[config.mk]
export PLATFORM = sky130hd
export DESIGN_NAME = slprp_mulmod
export DESIGN_NICKNAME = d
export VERILOG_FILES = /design/src/hw/rtl/slprp_pkg.sv /design/src/hw/rtl/slprp_mulmod.sv
export SDC_FILE = /design/constraint.sdc
export NUM_CORES = 1
export LEC_CHECK = 0
export BUFFER_PORTS_ARGS = -buffer_cell sky130_fd_sc_hd__buf_4
export CORE_AREA = 8 8 232 234
export DETAILED_ROUTE_END_ITERATION = 12
export DIE_AREA = 0 0 240 242
export PLACE_DENSITY = 0.71
export SYNTH_ARGS = -nofsm -noshare
export SYNTH_HDL_FRONTEND = slang
export SYNTH_SLANG_ARGS = --single-unit
export TNS_END_PERCENT = 50
[constraint.sdc]
create_clock -name clk -period 13.5 [get_ports clk]
set_input_delay 2.025 -clock clk [delete_from_list [all_inputs] [get_ports clk]]
set_output_delay 2.025 -clock clk [all_outputs]
set_load 0.02 [all_outputs]
[src/hw/rtl/slprp_pkg.sv]
// ----------------------------------------------------------------------------
// slprp_pkg
// Shared constants, codes and types of the strong Lucas probable-prime test.
// ----------------------------------------------------------------------------
package slprp_pkg;

  localparam int N_BITS_DEF  = 64;
  localparam int CAND_W      = 64;
  localparam int D_W         = 32;
  localparam int OUT_TDATA_W = 40;
  localparam int RED_STEPS   = 32;
  localparam int RED_CNT_W   = $clog2(RED_STEPS);

  localparam logic [D_W-1:0] D_START     = 32'd5;
  localparam logic [D_W-1:0] D_ABS_LIMIT = 32'h7FFF_FFFD;

  typedef enum logic [1:0] {
    KIND_COMPOSITE,
    KIND_PRIME,
    KIND_ODD
  } kind_t;

  typedef struct packed {
    logic  valid;
    kind_t kind;
  } q_ctl_t;

  typedef enum logic [3:0] {
    B_IDLE,
    B_SQRT,
    B_GCD,
    B_JAC,
    B_RED,
    B_SETUP,
    B_CHAIN,
    B_CHECK,
    B_DONE
  } back_state_t;

  typedef enum logic [3:0] {
    OP_U2,
    OP_V2,
    OP_QQ,
    OP_T1,
    OP_T2,
    OP_T3,
    OP_T4A,
    OP_T4,
    OP_QKD,
    OP_VR,
    OP_QR
  } op_t;

endpackage

[src/hw/rtl/slprp_mulmod.sv]
// ----------------------------------------------------------------------------
// slprp_mulmod
// Shift-and-add modular multiplier, one multiplier bit per cycle.
// ----------------------------------------------------------------------------
module slprp_mulmod #(
  parameter int W = slprp_pkg::N_BITS_DEF
) (
  input  logic         clk,
  input  logic         rst_n,
  input  logic         start,
  input  logic [W-1:0] a,
  input  logic [W-1:0] b,
  input  logic [W-1:0] n,
  output logic         done,
  output logic [W-1:0] p
);
  localparam int CW = $clog2(W);

  logic [W-1:0]  acc_r, acc_nxt, a_r, b_r, b_nxt, n_r;
  logic [CW-1:0] cnt_r, cnt_nxt;
  logic          busy_r, busy_nxt, done_r, done_nxt;
  logic [W-1:0]  dbl, step;

  function automatic logic [W-1:0] add_m(input logic [W-1:0] x, input logic [W-1:0] y,
                                         input logic [W-1:0] m);
    logic [W:0] t;
    t = {1'b0, x} + {1'b0, y};
    if (t >= {1'b0, m}) begin
      t = t - {1'b0, m};
    end
    return t[W-1:0];
  endfunction

  assign dbl  = add_m(acc_r, acc_r, n_r);
  assign step = b_r[W-1] ? add_m(dbl, a_r, n_r) : dbl;

  always_comb begin
    acc_nxt  = acc_r;
    b_nxt    = b_r;
    cnt_nxt  = cnt_r;
    busy_nxt = busy_r;
    done_nxt = 1'b0;
    if (start) begin
      acc_nxt  = '0;
      b_nxt    = b;
      cnt_nxt  = '0;
      busy_nxt = 1'b1;
    end else if (busy_r) begin
      acc_nxt = step;
      b_nxt   = b_r << 1;
      cnt_nxt = cnt_r + CW'(1);
      if (cnt_r == CW'(W - 1)) begin
        busy_nxt = 1'b0;
        done_nxt = 1'b1;
      end
    end
  end

  always_ff @(posedge clk) begin
    if (!rst_n) begin
      busy_r <= 1'b0;
      done_r <= 1'b0;
    end else begin
      busy_r <= busy_nxt;
      done_r <= done_nxt;
    end
  end

  always_ff @(posedge clk) begin
    acc_r <= acc_nxt;
    b_r   <= b_nxt;
    cnt_r <= cnt_nxt;
    if (start) begin
      a_r <= a;
      n_r <= n;
    end
  end

  assign done = done_r;
  assign p    = acc_r;

endmodule

# Word-level counts from Yosys, hierarchy flattened
# Index checks and enable logic that the tools add are counted.
# word_totals
regBits,264
inputBits,195
elab_cells,28
# op_classes
n_addsub,5
n_lt_le_gt_ge,2
n_eq_ne,1
n_mux,9
bitwise,2
n_reduce_logical,2
# op_table
op,count
$mux 64,5
$add 64x64->65,2
$ge 65x64->1,2
$sub 64x64->64,2
$add 6x1->6 const B,1
$eq 6x6->1 const B,1
$mux 1,4
$reduce_or 3->1,1
$not 1->1,2
$reduce_bool 2->1,1

# Longest topological paths before layout
# logic_depth
depth_word,7
depth_mapped,40
depth_no_buf,35

# Worst setup path after synthesis
# OpenSTA, ideal clock, no wires.
# synth_path
path_kind,flip-flop to flip-flop
from,register acc_r[51] (netlist: p[51])
to,register acc_r[50] (netlist: p[50])
setup_ps,122
arrival_time_ps,8334
path_slack_ps,5044
path_stages_with_launch,34
n_path_buf,3
period_less_slack_ps,8456
path_cell_list,dfxtp_1 -> ha_1 -> a21oi_1 -> o21ai_0 -> a2111o_1 -> a311oi_1 -> nand3_1 -> o21ai_1 -> buf_2 -> buf_2 -> mux2i_1 -> inv_1 -> ha_1 -> a21o_1 -> a41oi_1 -> a21oi_1 -> o2111ai_1 -> a211oi_1 -> o211a_1 -> o311ai_1 -> nand2_1 -> a221oi_1 -> o21ai_0 -> xor2_1 -> ha_1 -> nand3_1 -> nor4_1 -> a2111oi_0 -> nand3_1 -> or3_1 -> a311oi_4 -> buf_6 -> mux2_2 -> a221o_1
# synth_via
elab_chain_cells,7
elab_cells_between_ends,9
# synth_rtl
element,line_no,source
start: declaration,slprp_mulmod.sv:19,"logic [W-1:0] acc_r, acc_nxt, a_r, b_r, b_nxt, n_r;"
start signal: assignment,slprp_mulmod.sv:70,acc_r <= acc_nxt;
$add 64x64->65 *,slprp_mulmod.sv:27,"t = {1'b0, x} + {1'b0, y};"
$ge 65x64->1 or $sub 64x64->64 (tied branches),"slprp_mulmod.sv:28, slprp_mulmod.sv:29",
$mux 64 *,slprp_mulmod.sv:28,"if (t >= {1'b0, m}) begin"
$add 64x64->65,slprp_mulmod.sv:27,
$sub 64x64->64 or $ge 65x64->1 (tied branches),"slprp_mulmod.sv:29, slprp_mulmod.sv:28",
$mux 64,slprp_mulmod.sv:28,
$mux 64 *,slprp_mulmod.sv:35,"assign step = b_r[W-1] ? add_m(dbl, a_r, n_r) : dbl;"
# Every way passes the cells marked *; elsewhere a longest branch is shown, timed or not.
# A chain may end at the register's enable or synchronous reset.

# Final worst setup path
# layout_path
from,register n_r[2]
to,register acc_r[23] (netlist: p[23])
# layout_via
elab_chain_cells,6
elab_cells_between_ends,8
# layout_rtl
element,line_no,source
start: declaration,slprp_mulmod.sv:19,
start signal: assignment,slprp_mulmod.sv:75,n_r <= n;
$sub 64x64->64 or $ge 65x64->1 (tied branches),"slprp_mulmod.sv:29, slprp_mulmod.sv:28",
$mux 64,slprp_mulmod.sv:28,
$add 64x64->65,slprp_mulmod.sv:27,
$sub 64x64->64 or $ge 65x64->1 (tied branches),"slprp_mulmod.sv:29, slprp_mulmod.sv:28",
$mux 64,slprp_mulmod.sv:28,
$mux 64 *,slprp_mulmod.sv:35,
# Marks and branches as above.

==> impl_results.md <==
- Status: finished, final reports clean
- Setup Skew: 16.0 ps
- Final WL: between 80000 and 90000 um
- Final RePlAce weighted congestion: 1.01
- Reg2reg start: n_r[2]
- Setup bufs post-CTS: 0
- Crit path required time: 14000 ps
- Mux contribution to synthesized area: 0.0638
- Crit Path Class: register to register
- Tot GR Track Use: 0.271
- Power Dens Cells: 258 mW/mm^2
- Post-Syn Instances: about 2.5k
- Initial drt markers: 2324
- Via count: 21.4k
- Initial Utilization: 0.441
- Syn-to-layout area delta: 16.1%
- Final #Nets: 3127
- Site row count: 83
- Die area: 0.0581 sq mm
- # DRC: 0
- Worst hold stages: 2
- Synth Area in Compound Gates: 0.240
- Hold_buf cts: 0
- Height of the chip: about 240 um
- Routed vias/inst: slightly above 6
- Finished Layout Cells: 3442
- Critical Path Source Type: register
- Sequential share of the synthesized area: 0.323
- Hold_sp: cnt_r[5]
- Antenna diodes: 0
- Clock Root Buffer: clkbuf_16
- Post-layout minimum cycle time: 11920 ps
- FFs w/ async S/R, synth: 0
- Total gr overflow: 0
- CTS Buf Count: 35
- Post-Synth XOR/XNOR Area: 0.0704
- HP Class: register to register
- First-pass GRT wire length: 124000 um
- FF-to-FF End: p[23]
- Simple-gate portion of the synthesized area: 0.147
- Wire per inst: 23.9 um
- Reg2reg setup slack: 1580 ps
- Yosys warns: 0
- Clock net sink count: roughly 260
- Largest net degree at the start of global routing: 90
- Synth cell types: 89
- H-tree depth: 2
- Tot Pwr: around 6.7 mW
- Worst Setup End Kind: register
- Fmax: about 84 MHz
- Final hold vios: 0
- Mapped Nets: 2939
- RSZ-0062 raised after global routing: no
- Post-Synth Adder-Cell Area: 0.111
- HPWL after detailed placement: 64700 um
- Global-route track usage on met2: 0.435
- Met3 Use GR: 0.0548
- Share of layout cells above drive strength 1: 0.166
- Synth Flop Type: edfxtp_1
- LEAKAGE: 11.2 nW
- Max Cap Violations: 0
- Worst EP arrival: 12420 ps
- Worst skew pair latency: roughly 560 ps
- GR Util met1: 0.343
- Peak supply drop: between 0.0001 and 0.00015 V
- Worst Hold End: cnt_r[5]
- Number of synthesized flops with an enable pin: 192
- Max Slew Vio Count: 0
- Final Util: 0.512
- CP peak stage delay: between 900 and 1000 ps
- Worst-margin pin slew: 1080 ps
- Setup TNS: 0 ps
- Core area: 0.0505 sq mm
- Drt first pass iters: 6
- Final ANT Viol Nets: 0
- Average cell area after synthesis: ~8.7 sq um
- Crit-path slowest cell: o21ai_4
- Largest family of logic cells by synthesized area: compound AO/OA/AOI/OAI gates
- Final setup viols: 0
- Final Cycle Share: 0.883
- Critical path peak fanout: 42
- GR peak layer: met2
- Maximum buffer depth of the clock tree: 3
- CTS clk-pin slew, worst paths: 60 ps
- Vias in the first global route: around 21k
- Top Ports: 260
- Die W: 240 um
- Cell Area, Synth: 0.0223 sq mm
- Worst-case reg-to-reg path depth: 35
- Initial antenna violation count: 0
- Post-CTS sizing: 0
- Max_slew headroom: 0.281
- PortBufs: around 260
- Synthesis-stage register bit count: 264
- Placed insts: 3379
- CP delay by family, top: compound AO/OA/AOI/OAI gates
- CTS tree: done
- CP bufs+invs: 4
-- state kept, by name (all words and copies together) (netlist names) --
register  flops
a_r          64
b_r          64
busy_r        1
cnt_r         6
done          1
n_r          64
p            64
-- Yosys cell counts (29+ instances only) --
| library cell | n | share of area |
|---|---|---|
| a211oi_1 | 41 | 0.014 |
| a21o_1 | 82 | 0.028 |
| a21oi_1 | 246 | 0.055 |
| a31oi_1 | 31 | 0.0087 |
| and3_1 | 32 | 0.0090 |
| clkbuf_1 | 110 | 0.019 |
| dfxtp_1 | 72 | 0.065 |
| edfxtp_1 | 192 | 0.26 |
| ha_1 | 193 | 0.11 |
| inv_1 | 123 | 0.021 |
| mux2_2 | 96 | 0.049 |
| mux2i_1 | 34 | 0.015 |
| nand2_1 | 228 | 0.038 |
| nand3_1 | 51 | 0.011 |
| nand4_1 | 59 | 0.017 |
| nor2_1 | 179 | 0.030 |
| nor3_1 | 40 | 0.0090 |
| o21a_1 | 29 | 0.0098 |
| o21ai_0 | 176 | 0.040 |
| o21bai_1 | 37 | 0.012 |
| xnor2_1 | 92 | 0.036 |
| xor2_1 | 87 | 0.034 |
-- worst max path at each step --
stage | slack, ps | start | cells after the start | to
floorplan | 5040 | p[51] | 33 | p[50]
global placement | 2280 | n_r[2] | 35 | p[23]
detailed placement | 1950 | n_r[2] | 35 | p[23]
CTS | 1910 | n_r[2] | 35 | p[23]
global route | 1150 | n_r[2] | 35 | p[23]
finish | 1580 | n_r[2] | 35 | p[23]
-- cell type report --
class | instances | area (sq um)
inverter | 124 | 465
clock buffer | 44 | 941
sequential | 264 | 7210
clock inverter | 19 | 165
multi-input combinational | 2032 | 14100
timing repair buffer | 279 | 2100
fill | 4800 | 24600
tap | 680 | 851
-- per-layer routing --
metal  routed length, um  part of all wire  vias to the layer above
met1               33200              0.40                    10106
met5                   0                 0                        -
met4                4430             0.054                        0
met2               37100              0.45                     1110
met3                7400             0.090                      240
li1                    -                 -                     9896
-- where the power goes --
group	internal [mW]	switching, mW
clock network	0.535	0.383
registers	0.990	0.108
logic	1.76	2.91
total	3.28	3.40
-- placed cells by master, fill, tap and decap left out, types with 51 or more instances in the layout --
| cell type | Yosys | final |
|---|---|---|
| buf_4 | 3 | 278 |
| a21oi_1 | 246 | 246 |
| nand2_1 | 228 | 228 |
| ha_1 | 193 | 193 |
| edfxtp_1 | 192 | 192 |
| o21ai_0 | 176 | 176 |
| nor2_1 | 179 | 176 |
| inv_1 | 123 | 122 |
| mux2_2 | 96 | 96 |
| xnor2_1 | 92 | 92 |
| xor2_1 | 87 | 87 |
| a21o_1 | 82 | 82 |
| dfxtp_1 | 72 | 72 |
| nand4_1 | 59 | 59 |
| nand3_1 | 51 | 51 |
-- kinds of logic (layout without fill, tap and decap cells) --
group | Yosys count | count (layout)
xor gates and xnor gates | 179 | 179
AOI/OAI and AO/OA | 828 | 828
DFF | 264 | 264
adders and majority gates | 196 | 196
muxes | 130 | 130
buffers and inverters | 252 | 466
and+or+nand+nor | 699 | 699
-- metrics by stage --
stage	area, sq um	setup slack (ps)	hold WS, ps
2_1_floorplan	22300	5040	454
3_3_place_gp	24800	2280	464
3_5_place_dp	24800	1950	517
4_1_cts	25900	1910	528
5_1_grt	25900	1150	558
6_report	25900	1580	527
-- worst reg2reg max path: cells and delay by family, from the launching register on --
family / cells / cell delay, ps
flip-flops: 1 / 370
XOR/XNOR: 1 / 180
buffers and inverters: 4 / 1670
AND/OR/NAND/NOR: 9 / 2130
adder cells (fa/ha/maj): 3 / 1030
AO/OA/AOI/OAI: 18 / 6480
Power figures use the tool's default switching activity.
